File: src/rtl/spmr_pkg.sv
package spmr_pkg;

    // generator constants
    localparam logic [30:0] LCG_MOD  = 31'h7FFF_FFFF;
    localparam logic [14:0] LCG_MULT = 15'd16807;
    localparam int          PROD_W   = 46;

    // shuffle table geometry
    localparam int TABLE_DEPTH = 32;
    localparam int SLOT_W      = $clog2(TABLE_DEPTH);

    // table depth plus eight discarded steps
    localparam int          WARMUP_STEPS = TABLE_DEPTH + 8;
    localparam int          COUNT_W      = $clog2(WARMUP_STEPS + 1);

    // fraction output
    localparam int          FRAC_W   = 24;
    localparam logic [23:0] FRAC_MAX = 24'd16777214;

    typedef logic [30:0] lcg_word_t;

    // table port control between the sequencer and the table memory
    typedef struct packed {
        logic              we;
        logic [SLOT_W-1:0] waddr;
        lcg_word_t         wdata;
        logic              re;
        logic [SLOT_W-1:0] raddr;
    } tbl_ctrl_t;

endpackage

File: src/rtl/spmr_ram.sv
module spmr_ram #(
    parameter int WIDTH = 31,
    parameter int DEPTH = 32
) (
    input  logic                     clk,
    input  logic                     we,
    input  logic [$clog2(DEPTH)-1:0] waddr,
    input  logic [WIDTH-1:0]         wdata,
    input  logic                     re,
    input  logic [$clog2(DEPTH)-1:0] raddr,
    output logic [WIDTH-1:0]         rdata
);

    logic [WIDTH-1:0] mem [DEPTH];
    logic [WIDTH-1:0] rdata_reg;

    always_ff @(posedge clk)
    begin
        if (we)
        begin
            mem[waddr] <= wdata;
        end
        if (re)
        begin
            rdata_reg <= mem[raddr];
        end
    end

    assign rdata = rdata_reg;

endmodule

File: src/rtl/shuffled_park_miller_rng.sv
// channel | direction | handshake           | payload
// input   | in        | in_valid / in_stall   | command, seed_value
// output  | out       | out_valid / out_stall | raw_value, fraction
//
// a draw steps through accept, multiply and fold; the result is registered
// in the fold state once the output is free; one generator step is a
// multiply state and a fold state through the single shared multiply-mod unit
// a reseed (or the first draw after reset) adds 40 generator steps
// reset clears the generator to one and marks the table as not initialized;
// table contents are left alone, warm-up writes every entry before any read
// in_stall is high whenever a transaction is in progress; a stalled result
// holds the sequencer in its last cycle, so nothing moves until it is taken
module shuffled_park_miller_rng (
    input  logic        clk,
    input  logic        rst_n,
    // input channel
    input  logic        in_valid,
    output logic        in_stall,
    input  logic [0:0]  command,
    input  logic [30:0] seed_value,
    // output channel
    output logic        out_valid,
    input  logic        out_stall,
    output logic [30:0] raw_value,
    output logic [23:0] fraction
);

    // sequencer states
    localparam logic [1:0] S_IDLE = 2'd0;
    localparam logic [1:0] S_MUL  = 2'd1;
    localparam logic [1:0] S_FOLD = 2'd2;

    logic [1:0]                         state_reg, state_next;
    logic                               init_reg, init_next;
    logic [spmr_pkg::COUNT_W-1:0]       count_reg, count_next;
    spmr_pkg::lcg_word_t                x_reg, x_next;
    spmr_pkg::lcg_word_t                last_pick_reg, last_pick_next;
    logic [spmr_pkg::PROD_W-1:0]        prod_reg, prod_next;
    logic                               out_valid_reg, out_valid_next;
    spmr_pkg::lcg_word_t                raw_reg, raw_next;
    logic [spmr_pkg::FRAC_W-1:0]        frac_reg, frac_next;

    spmr_pkg::tbl_ctrl_t                tbl;
    spmr_pkg::lcg_word_t                tbl_rdata;

    logic                               accept;
    logic                               out_free;
    logic [31:0]                        fold_sum;
    spmr_pkg::lcg_word_t                step_value;
    spmr_pkg::lcg_word_t                seed_fixed;
    logic [spmr_pkg::FRAC_W-1:0]        frac_shift;

    assign accept   = in_valid && !in_stall;
    assign out_free = !out_valid_reg || !out_stall;

    // mod 2^31-1 fold of the registered product: low 31 bits plus the high part
    assign fold_sum   = {1'b0, prod_reg[30:0]}
                      + {17'd0, prod_reg[spmr_pkg::PROD_W-1:31]};
    assign step_value = (fold_sum >= {1'b0, spmr_pkg::LCG_MOD})
                      ? 31'(fold_sum - {1'b0, spmr_pkg::LCG_MOD})
                      : fold_sum[30:0];

    // zero and all-ones seeds would lock the generator
    assign seed_fixed = (seed_value == '0 || seed_value == spmr_pkg::LCG_MOD)
                      ? 31'd1 : seed_value;

    assign frac_shift = tbl_rdata[30:7];

    always_comb
    begin
        state_next     = state_reg;
        init_next      = init_reg;
        count_next     = count_reg;
        x_next         = x_reg;
        last_pick_next = last_pick_reg;
        prod_next      = prod_reg;
        out_valid_next = out_valid_reg;
        raw_next       = raw_reg;
        frac_next      = frac_reg;

        tbl.we    = 1'b0;
        tbl.waddr = count_reg[spmr_pkg::SLOT_W-1:0] - 1'b1;
        tbl.wdata = step_value;
        tbl.re    = 1'b0;
        // slot = last_pick / 2^26, already within the table
        tbl.raddr = last_pick_reg[30:31-spmr_pkg::SLOT_W];

        if (out_valid_reg && !out_stall)
        begin
            out_valid_next = 1'b0;
        end

        case (state_reg)
            S_IDLE:
            begin
                if (accept)
                begin
                    state_next = S_MUL;
                    count_next = spmr_pkg::COUNT_W'(spmr_pkg::WARMUP_STEPS);
                    if (command[0])
                    begin
                        x_next    = seed_fixed;
                        init_next = 1'b1;
                    end
                    else
                    begin
                        // first draw after reset warms up from the stored value
                        init_next = (last_pick_reg == '0);
                    end
                end
            end
            S_MUL:
            begin
                prod_next  = spmr_pkg::PROD_W'(x_reg)
                           * spmr_pkg::PROD_W'(spmr_pkg::LCG_MULT);
                tbl.re     = !init_reg;
                state_next = S_FOLD;
            end
            S_FOLD:
            begin
                if (init_reg)
                begin
                    x_next     = step_value;
                    count_next = count_reg - 1'b1;
                    // last table-depth steps fill the table top slot first
                    tbl.we     = (count_reg <= spmr_pkg::COUNT_W'(spmr_pkg::TABLE_DEPTH));
                    state_next = S_MUL;
                    if (count_reg == spmr_pkg::COUNT_W'(1))
                    begin
                        init_next      = 1'b0;
                        last_pick_next = step_value;
                    end
                end
                else if (out_free)
                begin
                    x_next         = step_value;
                    tbl.we         = 1'b1;
                    tbl.waddr      = tbl.raddr;
                    last_pick_next = tbl_rdata;
                    raw_next       = tbl_rdata;
                    frac_next      = (frac_shift > spmr_pkg::FRAC_MAX)
                                   ? spmr_pkg::FRAC_MAX : frac_shift;
                    out_valid_next = 1'b1;
                    state_next     = S_IDLE;
                end
            end
            default:
            begin
                state_next = S_IDLE;
            end
        endcase
    end

    always_ff @(posedge clk or negedge rst_n)
    begin
        if (!rst_n)
        begin
            state_reg     <= S_IDLE;
            init_reg      <= 1'b0;
            count_reg     <= '0;
            x_reg         <= 31'd1;
            last_pick_reg <= '0;
            out_valid_reg <= 1'b0;
        end
        else
        begin
            state_reg     <= state_next;
            init_reg      <= init_next;
            count_reg     <= count_next;
            x_reg         <= x_next;
            last_pick_reg <= last_pick_next;
            out_valid_reg <= out_valid_next;
        end
    end

    // payload registers
    always_ff @(posedge clk)
    begin
        prod_reg <= prod_next;
        raw_reg  <= raw_next;
        frac_reg <= frac_next;
    end

    spmr_ram #(
        .WIDTH (31),
        .DEPTH (spmr_pkg::TABLE_DEPTH)
    ) u_table (
        .clk   (clk),
        .we    (tbl.we),
        .waddr (tbl.waddr),
        .wdata (tbl.wdata),
        .re    (tbl.re),
        .raddr (tbl.raddr),
        .rdata (tbl_rdata)
    );

    assign in_stall  = (state_reg != S_IDLE);
    assign out_valid = out_valid_reg;
    assign raw_value = raw_reg;
    assign fraction  = frac_reg;

    // generator never sits at zero or at the modulus
    a_gen_nonzero: assert property (@(posedge clk) disable iff (!rst_n)
        x_reg != '0 && x_reg != spmr_pkg::LCG_MOD)
        else $error("generator state out of range");

    // a result appears only at the end of a draw fold cycle
    a_result_src: assert property (@(posedge clk) disable iff (!rst_n)
        $rose(out_valid_reg) |-> $past(state_reg == S_FOLD && !init_reg))
        else $error("result without a draw");

    // draws only run once the table has been initialized
    a_draw_ready: assert property (@(posedge clk) disable iff (!rst_n)
        (state_reg != S_IDLE && !init_reg) |-> last_pick_reg != '0)
        else $error("draw from an uninitialized table");

    // table is written only in fold cycles
    a_write_fold: assert property (@(posedge clk) disable iff (!rst_n)
        tbl.we |-> state_reg == S_FOLD)
        else $error("table write outside fold cycle");

endmodule
File: config.mk
export PLATFORM = sky130hd
export DESIGN_NAME = shuffled_park_miller_rng
export DESIGN_NICKNAME = d
export VERILOG_FILES = /design/src/rtl/spmr_pkg.sv /design/src/rtl/spmr_ram.sv /design/src/rtl/shuffled_park_miller_rng.sv
export SDC_FILE = /design/constraint.sdc
export NUM_CORES = 2
export LEC_CHECK = 0
export ABC_AREA = 0
export ABC_CLOCK_PERIOD_IN_PS = 6000
export BUFFER_PORTS_ARGS = -buffer_cell sky130_fd_sc_hd__buf_4
export CAP_MARGIN = 20
export CORE_UTILIZATION = 25
export DETAILED_ROUTE_END_ITERATION = 8
export RECOVER_POWER = 100
export SLEW_MARGIN = 10
export SYNTH_ARGS = -nofsm -noshare
export SYNTH_HDL_FRONTEND = slang
export SYNTH_SLANG_ARGS = --single-unit
File: constraint.sdc
create_clock -name clk -period 6 [get_ports clk]
set_clock_uncertainty 0.2 [all_clocks]
set_input_delay 0.3 -clock clk [delete_from_list [all_inputs] [get_ports clk]]
set_output_delay 0.3 -clock clk [all_outputs]
set_load 0.01 [all_outputs]
# Yosys cells after proc, flatten, opt, wreduce, memory -nomap -nowiden
# Memory sizes are Yosys's and may differ from the RTL's. A register that Yosys moved wholly into a read port is not among the register bits.
# Cells that the tools add are included.
# totals
regBits	173
memories	1
input_bits	36
ram_bits	992
# op_classes
magnitude_cmp	3
mux	33
n_addsub	4
n_reduce_logical	20
eq_ne	9
n_bitwise	1
multipliers	1
# memory_table
memory	depth	width	read_ports	rd_clocked_by_memory_dff	wr	line_no	source
u_table.mem	32	31	1	1	1	spmr_ram.sv:14	logic [WIDTH-1:0] mem [DEPTH];
# op_table
operator	n
31-bit 2-to-1 mux	9
31-bit zero test	2
31-bit case mux with 2 select lines	1
31-bit by 15-bit multiplier with 46-bit output (second input constant)	1
31-bit by 15-bit adder with 32-bit output	1
32-bit by 31-bit >= comparator with 1-bit output (second input constant)	1
31-bit equality test (second input constant)	1
31-bit subtractor (second input constant)	1
24-bit > comparator (second input constant)	1
6-bit 2-to-1 mux	4
1-bit 2-to-1 mux	12
6-bit case mux with 2 select lines	1
3-bit AND reduction	3
6-bit by 1-bit equality test with 1-bit output (second input constant)	1
6-bit <= comparator (second input constant)	1
2-bit 2-to-1 mux	3
2-bit inequality test (second input constant)	3
2-bit case mux with 3 select lines	1
2-bit nonzero test	3
6-bit by 1-bit subtractor with 6-bit output (second input constant)	1
5-bit 2-to-1 mux	1
5-bit by 1-bit subtractor with 5-bit output (second input constant)	1
1-bit zero test	4
2-bit AND reduction	2
other kinds (10)	12

# Logic depth before layout (Yosys ltp)
# logic_depth
depth_word	7
mapped_depth	24

# Modules after synthesis
# A second synthesis with hierarchy kept.
# hier_totals
cells_unflattened	3939
hier_area_um2	56271.5
# modules_own_cells
mod	area_per_inst_um2	cells_per_inst	instances	seq_area_each_um2
spmr_ram	39474.1	2192	1	30719.5
shuffled_park_miller_rng	16797.4	1747	1	4835.9

# Worst setup path before layout
# OpenSTA, ideal clock, no wires.
# synth_path
kind	register to register
startpoint	register x_reg[14]
endpoint	register prod_reg[45] (netlist bit) (data pin)
synth_period_minus_slack_ps	6051
path_stages_with_launch	25
arrival_time_ps	5597
setup_slack_ps	-51
n_path_buf	0
path_cell_list	dfrtp_1 > inv_1 > fa_1 > inv_1 > ha_1 > inv_1 > fa_1 > inv_1 > fa_1 > fa_1 > inv_1 > fa_1 > inv_1 > ha_1 > a21o_1 > a21o_1 > a21oi_1 > a21boi_0 > a211oi_1 > nor2_1 > o2111ai_1 > nand2_1 > o21ai_0 > a21o_1 > and2_1
# synth_via
elab_chain_len	1
# synth_lines
item	line_no	source
start, declared	shuffled_park_miller_rng.sv:36	spmr_pkg::lcg_word_t x_reg, x_next;
start signal, assigned	shuffled_park_miller_rng.sv:170	x_reg <= x_next;
31-bit by 15-bit multiplier with 46-bit output	shuffled_park_miller_rng.sv:115	* spmr_pkg::PROD_W'(spmr_pkg::LCG_MULT);
end signal, assigned	shuffled_park_miller_rng.sv:179	prod_reg <= prod_next;
end, declared	shuffled_park_miller_rng.sv:38	logic [spmr_pkg::PROD_W-1:0] prod_reg, prod_next;
# No other way between the ends.
# A chain may end at the register's enable or synchronous reset.

# Final worst setup path
# layout_path
startpoint	register x_reg[14]
endpoint	register prod_reg[37] (netlist bit) (data pin)
# Same word-level chain as after synthesis.

==> metrics.cfg <==
[critical_path]
path_class=reg2reg
cp_cell_sequence=inv_2 -> buf_4 -> fa_1 -> inv_1 -> ha_1 -> fa_1 -> inv_1 -> fa_1 -> inv_1 -> fa_1 -> fa_1 -> ha_4 -> a21o_1 -> a21o_1 -> a21oi_2 -> a21boi_4 -> a211oi_4 -> o21ai_2 -> nand2_1 -> a21o_1 -> a21o_1 -> a21oi_2 -> xnor2_1
start_kind=flop
crit-reg2reg-launch=x_reg[14]
cp.arrival_ns=6.13
cp_data_required_time_ns=6.24
setup.worst_path.end=prod_reg[37]
r2r_cells=23
reg2reg_to=prod_reg[37]
cp-end-kind=flop
critPathLaunch=x_reg[14]
cp_max_fo=3
path_common_cell=fa_1
max_stage_delay_ns=0.57
rrSetupSlack_ns=0.10
crit_slowest_cell=fa_1

[route]
viasPerCell=4.76
drc_errors=0
drtAntennaViolNets=0
wire_per_inst_um=22.8
firstDrtPassIters=5
dr.first_iter.drc_count=2823
routed_wl_um=151000
routed-via-count=31400

[synth]
yosys-top-cells-area=edfxtp_1 (61%), mux4_2 (9.4%), fa_1 (4.9%)
synth_edf_count=1124
synthXorXnorAreaFrac_pct=1.29
synth_fa_ha_area_share_pct=9.58
synthMuxAreaShare_pct=11.5
synth_area_um2=54900
postSynthCellCount=3342
synthesis.nets=3718
synth_seq_cells=1196
syn_avg_cell_area_um2=16.4
yosys_warnings=0
synth_largest_area_cell=edfxtp_1
synth_top_family_by_area=multiplexers
yosysTopAreaCellShare_pct=61.5
async_flop_share_pct=6.02
synth-main-ff-cell=edfxtp_1
yosysSeqAreaShare_pct=64.8
synth-simple-area-share_pct=3.94
synth_compound_area_share_pct=5.71
ys_types=80

[cells_and_area]
largest_reg_flops=992
drive_above_1_share_pct=21.3
syn_to_final_growth_pct=18.2
layout.nets=4034
stdcell_count=6610

[sta]
post-route-min-period_ns=5.90
rsz0062_at_grt=true
hold_violations=0
worst_slew_pin_slew_ns=3.05
finalMaxSlewViolations=418
finalCritPeriodShare_pct=98.3
final-setup-viol-count=0
fin_setup_tns_ns=0
max_slew_margin_pct=-103
fmax_mhz=170
worst_slack_ns=0.102

[run_status]
violations=capacitance limit, slew limit
status=complete, but fails checks

[placed_design]
io_buffers=92
gp_congestion=0.877
dp_hpwl_um=95700
place_ws_ns=-0.252
dp_cells=6342

[flow_run]
maxCapViolCount=19

[global_routing]
groute.usage.overall_pct=13.5
grt-ovfl-total=0
grt_pass1_vias=32200
grt_antenna_before_repair=6
grt_pass1_wl_um=221000
grt_max_degree=102

[floorplanning]
ioPinCount=93
fp-row-count=171
die_h_um=471
core_um2=218000
die-area_um2=221000
die_w_um=471
start_util_pct=25.2

[clock_network]
cts_buffer_depth=3
numClockSinks=1196
cts_tree=done
ctsHtreeMaxLevel=3
root_buffer=clkbuf_16
clk_latency_ns=0.76
cts_made_buffers=113
clkTransAtPathRegs_ns=0.06

[min_path]
worstHoldPathType=in2reg
min_path_cells=4

## worst min-delay path by stage
stage / startpoint / end
floorplan: rst_n / count_reg[0]
global placement: rst_n / x_reg[28]
detailed placement: rst_n / x_reg[28]
CTS: seed_value[17] / x_reg[17]
global route: seed_value[21] / x_reg[21]
finish: seed_value[17] / x_reg[17]
## cells in the mapped netlist (21+ instances only)
cell / number
a211oi_1: 21
nand2_1: 122
fa_1: 134
clkbuf_1: 115
mux2i_1: 114
o31ai_1: 30
dfrtp_1: 71
o221ai_1: 31
o22ai_1: 31
xnor2_1: 49
nand3_1: 31
mux4_2: 230
buf_1: 30
edfxtp_1: 1124
and3_1: 39
o21ai_0: 83
nor2_1: 138
xor2_1: 32
ha_1: 206
a21o_1: 39
a21oi_1: 125
inv_1: 306
## cells by family after synthesis
| logic type | after synthesis |
|---|---|
| AND/OR/NAND/NOR | 449 |
| adder cells (fa/ha/maj) | 340 |
| AO/OA/AOI/OAI | 469 |
| flip-flops | 1196 |
| multiplexers | 345 |
| XOR/XNOR | 81 |
| buffers and inverters | 462 |
## critical path, delay by kind of cell (launching register included)
kind                       cells  cell delay, ns
AOI/OAI and AO/OA              9            1.57
xor gates and xnor gates       1            0.08
adders and majority gates      7            2.99
buffers and inverters          5            0.34
DFF                            1            0.36
and+or+nand+nor                1            0.07
## area by class of cell
type / instances / area [µm²]
Clock inverter: 81 / 942
Timing Repair Buffer: 355 / 2510
Antenna cell: 3 / 7.51
Sequential cell: 1196 / 35600
Multi-Input combinational cell: 1684 / 18300
Fill cell: 21400 / 153000
Clock buffer: 129 / 2890
Tap cell: 2854 / 3570
Inverter: 308 / 1160
## layer usage
metal / track usage, % / vias up / part of all wire [%]
met2: 22.5 / 1203 / 48
met1: 17.6 / 16500 / 42
met5: 0 / - / 0
li1: - / 13500 / -
met3: 2.06 / 255 / 6.6
met4: 4.80 / 0 / 3.5
## stage by stage
stage                     hold WS (ns)  utilization [%]  area, µm²
after CTS                        0.150             30.0      65300
after floorplan                 -0.196                -      54900
final                            0.215             29.8      64900
after global routing             0.220             29.8      64900
after detailed placement        0.0886             27.9      60800
after global placement          0.0848             27.9      60800
## cell usage in the layout (no fill, tap or decap), types with 20 or more instances in the layout
| master | netlist | layout |
|---|---|---|
| a211oi_1 | 21 | 22 |
| a21o_1 | 39 | 39 |
| a21oi_1 | 125 | 105 |
| a21oi_2 | 1 | 20 |
| and3_1 | 39 | 36 |
| buf_4 | 0 | 194 |
| clkbuf_1 | 115 | 90 |
| clkbuf_16 | 0 | 113 |
| clkbuf_2 | 0 | 32 |
| clkinv_1 | 0 | 24 |
| clkinv_2 | 0 | 24 |
| dfrtp_1 | 71 | 68 |
| dlygate4sd3_1 | 0 | 36 |
| edfxtp_1 | 1124 | 1124 |
| fa_1 | 134 | 132 |
| ha_1 | 206 | 183 |
| ha_4 | 0 | 20 |
| inv_1 | 306 | 279 |
| inv_2 | 2 | 28 |
| mux2i_1 | 114 | 114 |
| mux4_2 | 230 | 230 |
| nand2_1 | 122 | 121 |
| nand3_1 | 31 | 31 |
| nand4_1 | 20 | 20 |
| nor2_1 | 138 | 117 |
| o21ai_0 | 83 | 75 |
| o221ai_1 | 31 | 31 |
| o22ai_1 | 31 | 31 |
| o31ai_1 | 30 | 28 |
| xnor2_1 | 49 | 45 |
| xor2_1 | 32 | 29 |
## repair_timing
item                                    4_1_cts  5_1_grt
pin swaps                                    25       70
resized for setup                            48       70
hold endpoints to repair                    107        0
endpoints found under the setup margin       18       21
hold buffers                                 37        0
buffers inserted                             10       12
Power is left out: the tool's default activity adds up to more than one toggle a clock period on the data nets, which glitch-free logic cannot reach.
